### src/sv/wbdc_pkg.sv
// Shared types and constants for the wheel balance drive controller.
`timescale 1ns / 1ps

package wbdc_pkg;

  localparam int unsigned TargetW = 16;
  localparam int unsigned PowerW  = 8;
  localparam int unsigned GainW   = 8;
  localparam int unsigned LcountW = 8;
  localparam int unsigned RcountW = 16;
  localparam int unsigned DeltaW  = GainW + RcountW;

  localparam logic [PowerW-1:0]  PowerMax      = '1;
  localparam logic [PowerW-1:0]  BasePowerRst  = 8'd100;
  localparam logic [GainW-1:0]   StepGainRst   = 8'd10;
  localparam logic [RcountW-1:0] RightMinLead  = 16'd2;

  localparam int unsigned AddrW = 4;
  localparam logic [AddrW-1:0] AddrTarget = 4'h0;
  localparam logic [AddrW-1:0] AddrBase   = 4'h4;
  localparam logic [AddrW-1:0] AddrGain   = 4'h8;

  typedef enum logic {
    CMD_START  = 1'b0,
    CMD_SAMPLE = 1'b1
  } cmd_e;

  typedef struct packed {
    logic [TargetW-1:0] target_pulses;
    logic [PowerW-1:0]  base_power;
    logic [GainW-1:0]   step_gain;
  } cfg_t;

  typedef struct packed {
    logic [PowerW-1:0] left_hold;
    logic [PowerW-1:0] right_hold;
    logic              left_finished;
    logic              right_finished;
    logic [PowerW-1:0] left_ramp;
    logic [PowerW-1:0] right_ramp;
    logic              active;
  } state_t;

  typedef struct packed {
    cmd_e               command;
    logic [LcountW-1:0] left_count;
    logic [RcountW-1:0] right_count;
  } req_t;

  typedef struct packed {
    logic [PowerW-1:0] left_drive;
    logic [PowerW-1:0] right_drive;
    logic              left_at_target;
    logic              right_at_target;
    logic              moving;
    logic              move_done;
  } res_t;

endpackage

### src/sv/wbdc_regs.sv
// APB configuration registers of the wheel balance drive controller.
`timescale 1ns / 1ps

module wbdc_regs
  import wbdc_pkg::*;
(
  input  logic             clk_i,
  input  logic             rst_ni,
  input  logic             psel,
  input  logic             penable,
  input  logic             pwrite,
  input  logic [AddrW-1:0] paddr,
  input  logic [31:0]      pwdata,
  output logic [31:0]      prdata,
  output logic             pready,
  output cfg_t             cfg_o
);

  cfg_t cfg_q, cfg_d;
  logic wr_en;

  assign pready = 1'b1;
  assign wr_en  = psel && penable && pwrite;

  always_comb begin
    cfg_d = cfg_q;
    if (wr_en) begin
      unique case (paddr)
        AddrTarget: cfg_d.target_pulses = pwdata[TargetW-1:0];
        AddrBase:   cfg_d.base_power    = pwdata[PowerW-1:0];
        AddrGain:   cfg_d.step_gain     = pwdata[GainW-1:0];
        default:    cfg_d = cfg_q;
      endcase
    end
  end

  always_ff @(posedge clk_i or negedge rst_ni) begin
    if (!rst_ni) begin
      cfg_q.target_pulses <= '0;
      cfg_q.base_power    <= BasePowerRst;
      cfg_q.step_gain     <= StepGainRst;
    end else begin
      cfg_q <= cfg_d;
    end
  end

  always_comb begin
    unique case (paddr)
      AddrTarget: prdata = {{(32-TargetW){1'b0}}, cfg_q.target_pulses};
      AddrBase:   prdata = {{(32-PowerW){1'b0}}, cfg_q.base_power};
      AddrGain:   prdata = {{(32-GainW){1'b0}}, cfg_q.step_gain};
      default:    prdata = '0;
    endcase
  end

  assign cfg_o = cfg_q;

endmodule

### src/sv/wbdc_step.sv
// Per-request update of the drive state and the result fields.
`timescale 1ns / 1ps

module wbdc_step
  import wbdc_pkg::*;
(
  input  cfg_t   cfg_i,
  input  state_t state_i,
  input  req_t   req_i,
  output state_t state_o,
  output res_t   res_o
);

  logic [RcountW-1:0] lc_ext;
  logic [RcountW-1:0] diff;
  logic [DeltaW-1:0]  delta;
  logic [DeltaW:0]    sum;
  logic [PowerW-1:0]  pw_up;
  logic [PowerW-1:0]  pw_dn;
  logic               left_lead;
  logic               right_lead;
  state_t             nx;

  assign lc_ext     = {{(RcountW-LcountW){1'b0}}, req_i.left_count};
  assign left_lead  = lc_ext > req_i.right_count;
  assign diff       = left_lead ? (lc_ext - req_i.right_count) : (req_i.right_count - lc_ext);
  assign right_lead = (req_i.right_count > lc_ext) && (diff >= RightMinLead);
  assign delta      = cfg_i.step_gain * diff;
  assign sum        = {{(DeltaW-PowerW+1){1'b0}}, cfg_i.base_power} + {1'b0, delta};
  assign pw_up      = (sum > {{(DeltaW-PowerW+1){1'b0}}, PowerMax}) ? PowerMax
                                                                    : sum[PowerW-1:0];
  assign pw_dn      = (delta >= {{(DeltaW-PowerW){1'b0}}, cfg_i.base_power}) ? '0
                      : (cfg_i.base_power - delta[PowerW-1:0]);

  always_comb begin
    nx = state_i;
    if (req_i.command == CMD_START) begin
      nx.left_hold      = cfg_i.base_power;
      nx.right_hold     = cfg_i.base_power;
      nx.left_finished  = 1'b0;
      nx.right_finished = 1'b0;
      nx.left_ramp      = '0;
      nx.right_ramp     = '0;
      nx.active         = 1'b1;
    end else if (state_i.active) begin
      if (state_i.left_finished) begin
        if (state_i.left_ramp != '0) nx.left_ramp = state_i.left_ramp - 1'b1;
      end else if (lc_ext >= cfg_i.target_pulses) begin
        nx.left_finished = 1'b1;
        nx.left_ramp     = cfg_i.base_power;
      end
      if (state_i.right_finished) begin
        if (state_i.right_ramp != '0) nx.right_ramp = state_i.right_ramp - 1'b1;
      end else if (req_i.right_count >= cfg_i.target_pulses) begin
        nx.right_finished = 1'b1;
        nx.right_ramp     = cfg_i.base_power;
      end
      if (!nx.left_finished && !nx.right_finished) begin
        priority if (left_lead) begin
          nx.left_hold  = pw_dn;
          nx.right_hold = pw_up;
        end else if (right_lead) begin
          nx.left_hold  = pw_up;
          nx.right_hold = pw_dn;
        end
      end
      if (nx.left_finished && nx.right_finished && nx.left_ramp == '0 && nx.right_ramp == '0) begin
        nx.active = 1'b0;
      end
    end
  end

  assign state_o = nx;

  always_comb begin
    res_o.left_drive  = '0;
    res_o.right_drive = '0;
    if (nx.active) begin
      res_o.left_drive  = nx.left_finished ? nx.left_ramp : nx.left_hold;
      res_o.right_drive = nx.right_finished ? nx.right_ramp : nx.right_hold;
    end
    res_o.left_at_target  = nx.left_finished;
    res_o.right_at_target = nx.right_finished;
    res_o.moving          = nx.active;
    res_o.move_done       = !nx.active && nx.left_finished && nx.right_finished;
  end

endmodule

### src/sv/wheel_balance_drive_control.sv
// Top level of the wheel balance drive controller.
`timescale 1ns / 1ps
// Straight-line drive controller for two wheels.
// Requests enter on the s_axis channel: tuser carries the command (0 start a
// move, 1 encoder sample), tdata the left and right pulse counts. Every
// request yields exactly one result on the m_axis channel with both drive
// values and the at-target, moving and move-done flags.
// Target, base power and gain are set through the APB port at 0x0, 0x4 and
// 0x8; write them only while no request is in flight.
// A request is captured in an input register, and the state update plus the
// result are computed in one pass into the output register. One request is
// taken per cycle in sustained operation while the receiver does not stall.
// When the receiver stalls, the output register holds its result and the
// input register holds the next request; s_axis_tready drops once both are
// full. Reset empties both registers, clears the drive state and loads the
// register defaults (target 0, base power 100, gain 10).

module wheel_balance_drive_control
  import wbdc_pkg::*;
(
  input  logic             clk_i,
  input  logic             rst_ni,
  input  logic             s_axis_tvalid,
  output logic             s_axis_tready,
  input  logic [23:0]      s_axis_tdata,  // left_count[7:0], right_count[23:8]
  input  logic [0:0]       s_axis_tuser,  // command[0]
  output logic             m_axis_tvalid,
  input  logic             m_axis_tready,
  output logic [23:0]      m_axis_tdata,  // left_drive[7:0], right_drive[15:8],
                                          // left_at_target[16], right_at_target[17],
                                          // moving[18], move_done[19], zero[23:20]
  input  logic             psel,
  input  logic             penable,
  input  logic             pwrite,
  input  logic [AddrW-1:0] paddr,
  input  logic [31:0]      pwdata,
  output logic [31:0]      prdata,
  output logic             pready
);

  cfg_t   cfg;
  req_t   req_q;
  logic   in_valid_q;
  logic   out_valid_q;
  res_t   res_q;
  res_t   res_d;
  state_t state_q, state_d;
  logic   advance;

  wbdc_regs u_regs (
    .clk_i   (clk_i),
    .rst_ni  (rst_ni),
    .psel    (psel),
    .penable (penable),
    .pwrite  (pwrite),
    .paddr   (paddr),
    .pwdata  (pwdata),
    .prdata  (prdata),
    .pready  (pready),
    .cfg_o   (cfg)
  );

  wbdc_step u_step (
    .cfg_i   (cfg),
    .state_i (state_q),
    .req_i   (req_q),
    .state_o (state_d),
    .res_o   (res_d)
  );

  assign advance       = in_valid_q && (!out_valid_q || m_axis_tready);
  assign s_axis_tready = !in_valid_q || advance;

  always_ff @(posedge clk_i or negedge rst_ni) begin
    if (!rst_ni) begin
      in_valid_q  <= 1'b0;
      out_valid_q <= 1'b0;
      state_q     <= '0;
    end else begin
      if (s_axis_tready) in_valid_q <= s_axis_tvalid;
      if (advance) begin
        out_valid_q <= 1'b1;
        state_q     <= state_d;
      end else if (m_axis_tready) begin
        out_valid_q <= 1'b0;
      end
    end
  end

  always_ff @(posedge clk_i) begin
    if (s_axis_tready && s_axis_tvalid) begin
      req_q.command     <= cmd_e'(s_axis_tuser[0]);
      req_q.left_count  <= s_axis_tdata[7:0];
      req_q.right_count <= s_axis_tdata[23:8];
    end
    if (advance) res_q <= res_d;
  end

  assign m_axis_tvalid = out_valid_q;
  assign m_axis_tdata  = {4'b0000, res_q.move_done, res_q.moving, res_q.right_at_target,
                          res_q.left_at_target, res_q.right_drive, res_q.left_drive};

endmodule
### config.mk
export PLATFORM = sky130hd
export DESIGN_NAME = wheel_balance_drive_control
export DESIGN_NICKNAME = d
export VERILOG_FILES = /design/src/sv/wbdc_pkg.sv /design/src/sv/wbdc_regs.sv /design/src/sv/wbdc_step.sv /design/src/sv/wheel_balance_drive_control.sv
export SDC_FILE = /design/constraint.sdc
export NUM_CORES = 1
export LEC_CHECK = 0
export BUFFER_PORTS_ARGS = -buffer_cell sky130_fd_sc_hd__buf_4
export CELL_PAD_IN_SITES_DETAIL_PLACEMENT = 1
export CELL_PAD_IN_SITES_GLOBAL_PLACEMENT = 1
export CORE_MARGIN = 2
export CORE_UTILIZATION = 51
export CTS_BUF_LIST = sky130_fd_sc_hd__clkbuf_16
export DETAILED_ROUTE_END_ITERATION = 16
export PLACE_DENSITY = 0.94
export SLEW_MARGIN = 20
export SYNTH_ARGS = -nofsm -noshare
export SYNTH_HDL_FRONTEND = slang
export SYNTH_SLANG_ARGS = --single-unit
### constraint.sdc
create_clock -name clk_i -period 22.5 [get_ports clk_i]
set_input_delay 4.5 -clock clk_i [delete_from_list [all_inputs] [get_ports clk_i]]
set_output_delay 4.5 -clock clk_i [all_outputs]
set_load 0.02 [all_outputs]
**Yosys cells after proc, flatten, opt, wreduce, memory -nomap -nowiden**

Cells that the tools add are included.

- Flip-flop bits (word level): 114
- Input bits: 68
- Logic and storage cells: 96

- Add/sub/neg operators: 6
- $mul: 1
- Magnitude comparators: 7
- Eq/ne operators: 2
- Mux-type cells: 32
- Reductions and logical operators: 27

Operators by type and width:

| kind | count |
|---|---|
| two-way mux 8 bit | 14 |
| two-way mux 35 bit | 2 |
| two-way mux 16 bit | 4 |
| one-hot mux 16 bit (3 select lines) | 1 |
| adder 8 x 24 -> 25 bit | 1 |
| > comparator 25 x 8 -> 1 bit (second input constant) | 1 |
| >= comparator 24 x 8 -> 1 bit | 1 |
| multiplier 8 x 16 -> 24 bit | 1 |
| >= comparator 16 bit | 1 |
| >= comparator 16 x 2 -> 1 bit (second input constant) | 1 |
| >= comparator 8 x 16 -> 1 bit | 1 |
| > comparator 16 x 8 -> 1 bit | 1 |
| > comparator 8 x 16 -> 1 bit | 1 |
| logical NOT 8 bit | 2 |
| nonzero test 8 bit | 2 |
| subtractor 16 x 8 -> 16 bit | 1 |
| subtractor 8 x 1 -> 8 bit (second input constant) | 2 |
| subtractor 8 x 16 -> 16 bit | 1 |
| logical AND 1 bit | 11 |
| two-way mux 1 bit | 11 |
| subtractor 8 bit | 1 |
| AND reduction 2 bit | 3 |
| logical NOT 1 bit | 5 |
| == test 4 x 3 -> 1 bit (second input constant) | 1 |
| 4 further kinds | 5 |

**Depth between registers and ports, before layout**

Gate-level depths: netlist of the first run.

- Depth after elaboration: 14
- Gate-level depth with buffers: 35

**Modules after synthesis**

From an unflattened synthesis of the first run, not the netlist that was laid out.

- Cell total of the unflattened synthesis: 1559
- Area total of the unflattened synthesis: 14316.2 um2

Modules (own cells, without submodules):

| module | times used | cells each | area each (um2) |
|---|---|---|---|
| wbdc_step | 1 | 1309 | 9768.1 |
| wheel_balance_drive_control | 1 | 132 | 2902.8 |
| wbdc_regs | 1 | 118 | 1645.3 |

**Worst setup path before layout of the first run**

OpenSTA, ideal clock, no wires.

- Kind: input to output
- From: input port paddr[1]
- To: output port prdata[0]
- Arrival time: 5.747 ns
- Data required time: 18.000 ns
- Slack: 12.253 ns
- Cell stages on the path: 3
- Cells stage by stage: nor4b_1 -> a222oi_1 -> inv_1

- Cells in the longest elaborated chain, start to end: 2
- Elaborated cells on any way between the ends: 4
- Those cells by class: eq/ne (2); mux (1); reduce/logical (1)

RTL lines:

| what | RTL line | text |
|---|---|---|
| start: declaration | wheel_balance_drive_control.sv:35 | `input logic [AddrW-1:0] paddr,` |
| == test 4 bit (tied with other cells) | wbdc_regs.sv:48 | `unique case (paddr)` |
| one-hot mux 16 bit (3 select lines) * | wbdc_regs.sv:48 |  |
| end: declaration | wheel_balance_drive_control.sv:37 | `output logic [31:0] prdata,` |

Mark *: on every way between the ends. The rest lies on a longest branch, timed or not.

**Worst setup path in the final report of the first run**

- From: register req_q[23] (netlist bit)
- To: register res_q, in the netlist m_axis_tdata[7] (data pin)

- Cells in the longest elaborated chain, start to end: 12
- Elaborated cells on any way between the ends: 36
- Those cells by class: add/sub (4); mul (1); order compare (6); mux (18); reduce/logical (7)

RTL lines:

| what | RTL line | text |
|---|---|---|
| start: declaration | wheel_balance_drive_control.sv:42 | `req_t req_q;` |
| subtractor 16 x 8 -> 16 bit (tied with other cells) | wbdc_step.sv:26 | `assign diff = left_lead ? (lc_ext - req_i.right_count) : (req_i.right_count - lc_ext);` |
| two-way mux 16 bit | wbdc_step.sv:26 |  |
| multiplier 8 x 16 -> 24 bit | wbdc_step.sv:28 | `assign delta = cfg_i.step_gain * diff;` |
| adder 8 x 24 -> 25 bit | wbdc_step.sv:29 | `assign sum = {{(DeltaW-PowerW+1){1'b0}}, cfg_i.base_power} + {1'b0, delta};` |
| > comparator 25 x 8 -> 1 bit | wbdc_step.sv:30 | `assign pw_up = (sum > {{(DeltaW-PowerW+1){1'b0}}, PowerMax}) ? PowerMax` |
| two-way mux 8 bit | wbdc_step.sv:30 |  |
| two-way mux 16 bit | wbdc_step.sv:62 | `end else if (right_lead) begin` |
| two-way mux 16 bit | wbdc_step.sv:59 | `priority if (left_lead) begin` |
| two-way mux 16 bit | wbdc_step.sv:58 | `if (!nx.left_finished && !nx.right_finished) begin` |
| two-way mux 35 bit * | wbdc_step.sv:45 | `end else if (state_i.active) begin` |
| two-way mux 35 bit * | wbdc_step.sv:37 | `if (req_i.command == CMD_START) begin` |
| two-way mux 8 bit | wbdc_step.sv:79 | `res_o.left_drive = nx.left_finished ? nx.left_ramp : nx.left_hold;` |
| end signal: assignment | wheel_balance_drive_control.sv:96 | `if (advance) res_q <= res_d;` |
| end: declaration | wheel_balance_drive_control.sv:45 | `res_t res_q;` |

Mark *: on every way between the ends. The rest lies on a longest branch, timed or not. The select of a mux whose other input is x is not followed.
A chain may end at the register's enable or synchronous reset.

==> run_results.csv, run 1 <==
group,metric,value,unit
run_status,outcome,"finished, final reports clean",
sta,fin_tns_setup,0,ps
layout,antenna_cells,0,
power_and_ir_drop,powerDensity,104.3,nW/µm²
sta,final_hold_viol_count,0,
clock_tree,cts_resized,0,
min_path,hold_depth,2,
clock_tree,hold_buffers,0,
route,vias,13460,
layout,syn2layout_area_growth,10.33,%
yosys,synth_seq_cells,114,
critical_path,worstPathRequired,22650,ps
clock_tree,cts_made_buffers,17,
power_and_ir_drop,peakVddDrop,0.07077,mV
global_routing,grt_max_degree,70,
yosys,synth_seq_area_share,22.33,%
placement,io_buffers,89,
layout,final_core_utilization,56.85,%
global_routing,grt_pass1_wl,78660,µm
yosys,yosysUniqueCellTypes,93,
sta,maxSlewHeadroom,24.88,%
critical_path,cp.depth,28,
floorplan,io_pins,127,
floorplan,dieWidth,168.6,µm
sta,drv_slew,0,
clock_tree,clk_pin_slew,70,ps
floorplan,die_h,168.6,µm
power_and_ir_drop,p_int,790.0,µW
critical_path,reg2regPathDepth,28,
sta,max_clock_freq,0.09051,GHz
placement,hpwl,36000,µm
global_routing,grt-ovfl-total,0,
clock_tree,htree_levels,4,
critical_path,cp_max_fo,21,
power_and_ir_drop,clockPowerShare,18.2,%
yosys,synth_area_leaders,"fa_1 (13%), dfrtp_1 (12%), ha_1 (10%)",
global_routing,grt_usage,35.29,%
power_and_ir_drop,power_frac_seq,19.1,%
critical_path,cp.arrival,11200,ps
sta,finalSetupViolations,0,
floorplan,die_area,28410,µm²
yosys,synthCells,1631,
route,routedWlPerCell,24.58,µm
yosys,ys_warn_count,0,
clock_tree,cts.path.max_buffers,2,
clock_tree,cts.sinks,114,
critical_path,startpoint_type,"flop",
power_and_ir_drop,swShare,50.29,%
clock_tree,postCtsSetupRepairBufs,0,
placement,place.gp.congestion,0.9413,
critical_path,critPathKind,"reg2reg",
global_routing,antenna_found_initial,0,
yosys,synth.largest_area_cell,"fa_1",
yosys,syn_area_per_cell,8.468,µm²
layout,drive_above_1_share,10.88,%
yosys,async_flop_share,60.53,%
sta,fin_ws,11450,ps
sta,grt_setup_unrepaired,"no",
floorplan,coreArea,26800,µm²
placement,pre_cts_slack,11870,ps
route,drc,0,
route,routed_wl,49950,µm
floorplan,start_util,51.53,%
global_routing,grt_pass1_vias,14440,
yosys,synth_edf_count,45,
layout,fin_nets,1948,
route,routed_via_density,6.622,
yosys,synth_top_area_share,12.76,%
critical_path,cpMostUsedCell,"fa_1",
yosys,syn-cell-area,13810,µm²
critical_path,cpPeakStageDelay,900,ps
power_and_ir_drop,switching_power,799.2,µW
route,ant_nets,0,
route,drt_first_pass_iters,9,
clock_tree,root_buffer,"clkbuf_16",
run,cap_viol_max_count,0,
power_and_ir_drop,leakage,7.082,nW
power_and_ir_drop,combPwrFrac,62.7,%
min_path,hp-class,"reg2reg",
clock_tree,cts_tree,"yes",
critical_path,crit_family,"simple AND/OR/NAND/NOR gates",
critical_path,endpoint_kind,"flop",
sta,period_minus_slack,11050,ps
sta,tightest_slew,1119,ps
sta,clock-skew-final,15.68,ps
critical_path,worst-path-buf-inv,3,
floorplan,fp-row-count,60,
critical_path,cpMaxStageDelayCell,"xnor2_1",
yosys,synth_flop_cell,"dfrtp_1",
route,drtIter0Drc,1417,
sta,timing.final.crit_share,49.10,%
clock_tree,clk_latency,450,ps
sta,hold_slack,499.3,ps
[tightest hold or removal path, cell delays in order (launching register included)]
cell and delay [ps]:
dfrtp_1 350, nand2_1 50, o21ai_0 60
[worst paths after layout]
path / slack, ps / to / start
worst max-delay path: 11450 / m_axis_tdata[7] / req_q[23]
max in group asynchronous: 17650 / u_regs.cfg_o[4] / rst_ni
worst max register to register: 11450 / m_axis_tdata[7] / req_q[23]
min in group asynchronous: 4200 / state_q[10] / rst_ni
worst min register to register: 500 / state_q[30] / state_q[30]
worst min-delay path: 500 / state_q[30] / state_q[30]
[synth_stat cells, types with 15 or more instances]
master and count:
clkbuf_1 57, a31oi_1 21, nor2_1 67, xnor2_1 27, nand2_1 152, o21ai_0 122, nand2b_1 15, buf_4 21
nor4_1 16, a21o_1 29, ha_1 114, mux2i_1 17, a211oi_1 21, nor3_1 36, mux2_2 19, nand3_1 29
a21oi_1 73, xor2_1 15, o211ai_1 20, fa_1 88, or3_1 20, and2_1 80, dfrtp_1 64, inv_1 178
edfxtp_1 45, nor2b_1 48, and3_1 16
[power by group through the flow]
stage | Combinational (mW) | Clock (mW) | Sequential [mW]
4_1_cts | 0.975 | 0.289 | 0.300
3_5_place_dp | 0.956 | 0 | 0.301
5_1_grt | 1.09 | 0.296 | 0.305
2_1_floorplan | 0.712 | 0 | 0.282
6_report | 0.996 | 0.290 | 0.303
3_3_place_gp | 0.898 | 0 | 0.298
[per-layer routing]
layer,GRT usage (%),wire length (µm),vias to the layer above
li1,-,-,5809
met1,41.60,18810,6669
met2,61.62,24480,751
met3,7.014,4077,226
met4,17.32,2587,0
met5,0,0,-
[through the flow]
stage | instances | power [mW] | cell area, µm²
2_1_floorplan | 1650 | 0.9937 | 13880
3_3_place_gp | 2000 | 1.195 | 14630
3_5_place_dp | 2000 | 1.257 | 14630
4_1_cts | 2032 | 1.563 | 15230
5_1_grt | 2032 | 1.689 | 15240
6_report | 2032 | 1.589 | 15240
[placed cells by master, fill, tap and decap left out, drive strengths merged, types with 21 or more instances in the layout]
cell type and count:
nor2 68, inv 184, a21oi 74, nor3 37, nor2b 48, ha 114
a21o 29, edfxtp 45, dfrtp 64, a31oi 21, xnor2 27, and2 81
nand2 154, buf 102, conb 21, fa 88, o21ai 127, a211oi 21
nand3 29
[sequential cells by signal, indices dropped and copies added (netlist names)]
register	cells
state_q	35
u_regs.cfg_o	32
req_q	25
m_axis_tdata	20
in_valid_q	1
m_axis_tvalid	1
[cell type report]
cell class / instances / area, µm²
sequential: 114 / 3084
clock inverter: 15 / 175.2
inverter: 180 / 675.6
tap: 341 / 426.7
timing repair buffer: 102 / 765.7
multi-input combinational: 1263 / 9684
fill: 3148 / 11560
clock buffer: 17 / 425.4
[cells by family after synthesis]
family          after synthesis  synth area share [%]
other cells                   2               0.05438
flops                       114                 22.33
mux                          37                 2.890
fa+ha+maj                   202                 23.08
compound gates              418                 19.92
buf+inv                     273                 8.154
simple gates                543                 20.90
xor+xnor                     42                 2.664
(Power assumes the default switching activity.)
==> run 2: changes to the inputs <==
--- a/config.mk
+++ b/config.mk
@@ -9,10 +9,10 @@
 export CELL_PAD_IN_SITES_DETAIL_PLACEMENT = 1
 export CELL_PAD_IN_SITES_GLOBAL_PLACEMENT = 1
 export CORE_MARGIN = 2
-export CORE_UTILIZATION = 51
+export CORE_UTILIZATION = 42
 export CTS_BUF_LIST = sky130_fd_sc_hd__clkbuf_16
 export DETAILED_ROUTE_END_ITERATION = 16
-export PLACE_DENSITY = 0.94
+export PLACE_DENSITY = 0.83
 export SLEW_MARGIN = 20
 export SYNTH_ARGS = -nofsm -noshare
 export SYNTH_HDL_FRONTEND = slang
==> constraint.sdc (replaced) <==
create_clock -name clk_i -period 9.4 [get_ports clk_i]
set_input_delay 1.88 -clock clk_i [delete_from_list [all_inputs] [get_ports clk_i]]
set_output_delay 1.88 -clock clk_i [all_outputs]
set_load 0.02 [all_outputs]
==> run_results.csv, run 2 (same netlist as run 1, synthesis figures left out) <==
group,metric,value,unit
run_status,outcome,"finished, final reports clean",
sta,finalSetupViolations,0,
sta,clock-skew-final,14.59,ps
critical_path,cp.arrival,9380,ps
sta,period_minus_slack,9108,ps
placement,io_buffers,89,
clock_tree,root_buffer,"clkbuf_16",
clock_tree,cts_made_buffers,17,
route,ant_nets,0,
floorplan,dieWidth,185.3,µm
route,drc,0,
power_and_ir_drop,peakVddDrop,0.1722,mV
route,drtIter0Drc,984,
sta,fin_tns_setup,0,ps
clock_tree,hold_buffers,0,
clock_tree,clk_pin_slew,60,ps
critical_path,cpPeakStageDelay,630,ps
sta,final_hold_viol_count,0,
floorplan,io_pins,127,
placement,placed_cells,2148,
layout,antenna_cells,0,
placement,place_area,15110,µm²
layout,syn2layout_area_growth,16.05,%
power_and_ir_drop,leakage,7.411,nW
critical_path,cpMostUsedCell,"buf_4",
route,drt_first_pass_iters,6,
route,routed_via_density,5.968,
global_routing,antenna_found_initial,0,
critical_path,startpoint_type,"flop",
layout,final_cell_mix,"inv_1 (180), buf_4 (158), nand2_1 (150)",
clock_tree,clk_latency,430,ps
route,routed_wl,46950,µm
global_routing,grt_usage,27.10,%
global_routing,grt-ovfl-total,0,
sta,drv_slew,0,
floorplan,die_area,34350,µm²
sta,timing.final.crit_share,96.90,%
clock_tree,htree_levels,4,
critical_path,cpMaxStageDelayCell,"nor4_4",
run,cap_viol_max_count,0,
layout,final_common_cell,"inv_1",
layout,drive_above_1_share,16.36,%
min_path,hp-class,"reg2reg",
clock_tree,cts.sinks,114,
route,routedWlPerCell,21.44,µm
critical_path,endpoint_kind,"flop",
floorplan,start_util,42.56,%
layout,instances_no_fill,2190,
layout,fin_nets,2005,
critical_path,worstPathRequired,9670,ps
floorplan,die_h,185.3,µm
layout,post-route-cell-area,16030,µm²
global_routing,grt_pass1_vias,13770,
floorplan,fp-row-count,66,
clock_tree,cts.path.max_buffers,2,
global_routing,grt_max_degree,70,
sta,tightest_slew,968.2,ps
route,vias,13070,
sta,maxSlewHeadroom,35.45,%
critical_path,cp_max_fo,12,
layout,final_core_utilization,49.39,%
critical_path,critPathKind,"reg2reg",
layout,largest_reg_flops,35,
placement,place.gp.congestion,0.9209,
floorplan,coreArea,32450,µm²
global_routing,grt_pass1_wl,73310,µm
power_and_ir_drop,powerDensity,243.1,nW/µm²
layout,largest-register,"state_q",
clock_tree,cts_tree,"yes",
placement,hpwl,35120,µm
sta,max_clock_freq,0.1098,GHz
## run 2: cell types whose count changed in the layout (fill, tap and decap cells not counted), moves of 4 or more
cell       delta
a2111oi_0     -5
a2111oi_2     +4
a211oi_1      -6
a211oi_2      +6
buf_4        +56
nor4_1        -4
o21ai_0       -6
o21ai_2       +4
o41ai_1       -4
o41ai_2       +4
## run 2: layout make-up
cell class	count	area, µm²
Fill cell	3821	16430
Multi-Input combinational cell	1263	9967
Sequential cell	114	3084
Timing Repair Buffer	159	1201
Inverter	180	675.6
Tap cell	442	553.0
Clock buffer	17	425.4
Clock inverter	15	121.4
## run 2: per-stage QoR
step / hold WS (ps) / power, mW / setup WS [ps]
floorplan: 449.2 / 2.378 / 889.9
global placement: 466.6 / 2.977 / -40.50
detailed placement: 486.9 / 3.078 / -210.3
CTS: 506.9 / 3.723 / 2.871
global route: 519.0 / 4.183 / -179.2
finish: 504.7 / 3.897 / 291.6
## run 2: report_power, final
group,internal [mW],switching [mW]
clock,0.359,0.252
combinational,1.02,1.54
sequential,0.603,0.126
total,1.98,1.92
## run 2: worst max-delay path: cells and delay by family, from the launching register on
family / cells / cell delay [ps]
adder cells (fa/ha/maj): 6 / 2960
AO/OA/AOI/OAI: 10 / 2310
AND/OR/NAND/NOR: 7 / 1870
buffers and inverters: 10 / 1410
flip-flops: 1 / 390
## run 2: timing repair
action | CTS | global route
buffers inserted | 0 | 10
gates resized for setup | 7 | 61
pin swaps | 0 | 13
setup endpoints to repair | 22 | 32
## run 2: metal layers
layer / global-route usage (%) / vias up / wire length [µm] / share of wire, %
met5: 0 / - / 0 / 0
met4: 9.397 / 0 / 1234 / 2.6
met3: 3.343 / 81 / 2637 / 5.6
met2: 45.93 / 470 / 23080 / 49
met1: 35.63 / 6599 / 20010 / 43
li1: - / 5919 / - / -
## run 2: path summary, 6_finish.rpt
path                          endpoint  cells after the start  slack [ps]   startpoint
hold / removal             state_q[30]                      2         500  state_q[30]
max in group asynchronous  state_q[34]                      1        7180       rst_ni
setup / recovery           state_q[34]                     33         290     req_q[2]
hold reg to reg            state_q[30]                      2         500  state_q[30]
min in group asynchronous   state_q[5]                      1        1570       rst_ni
setup reg to reg           state_q[34]                     33         290     req_q[2]
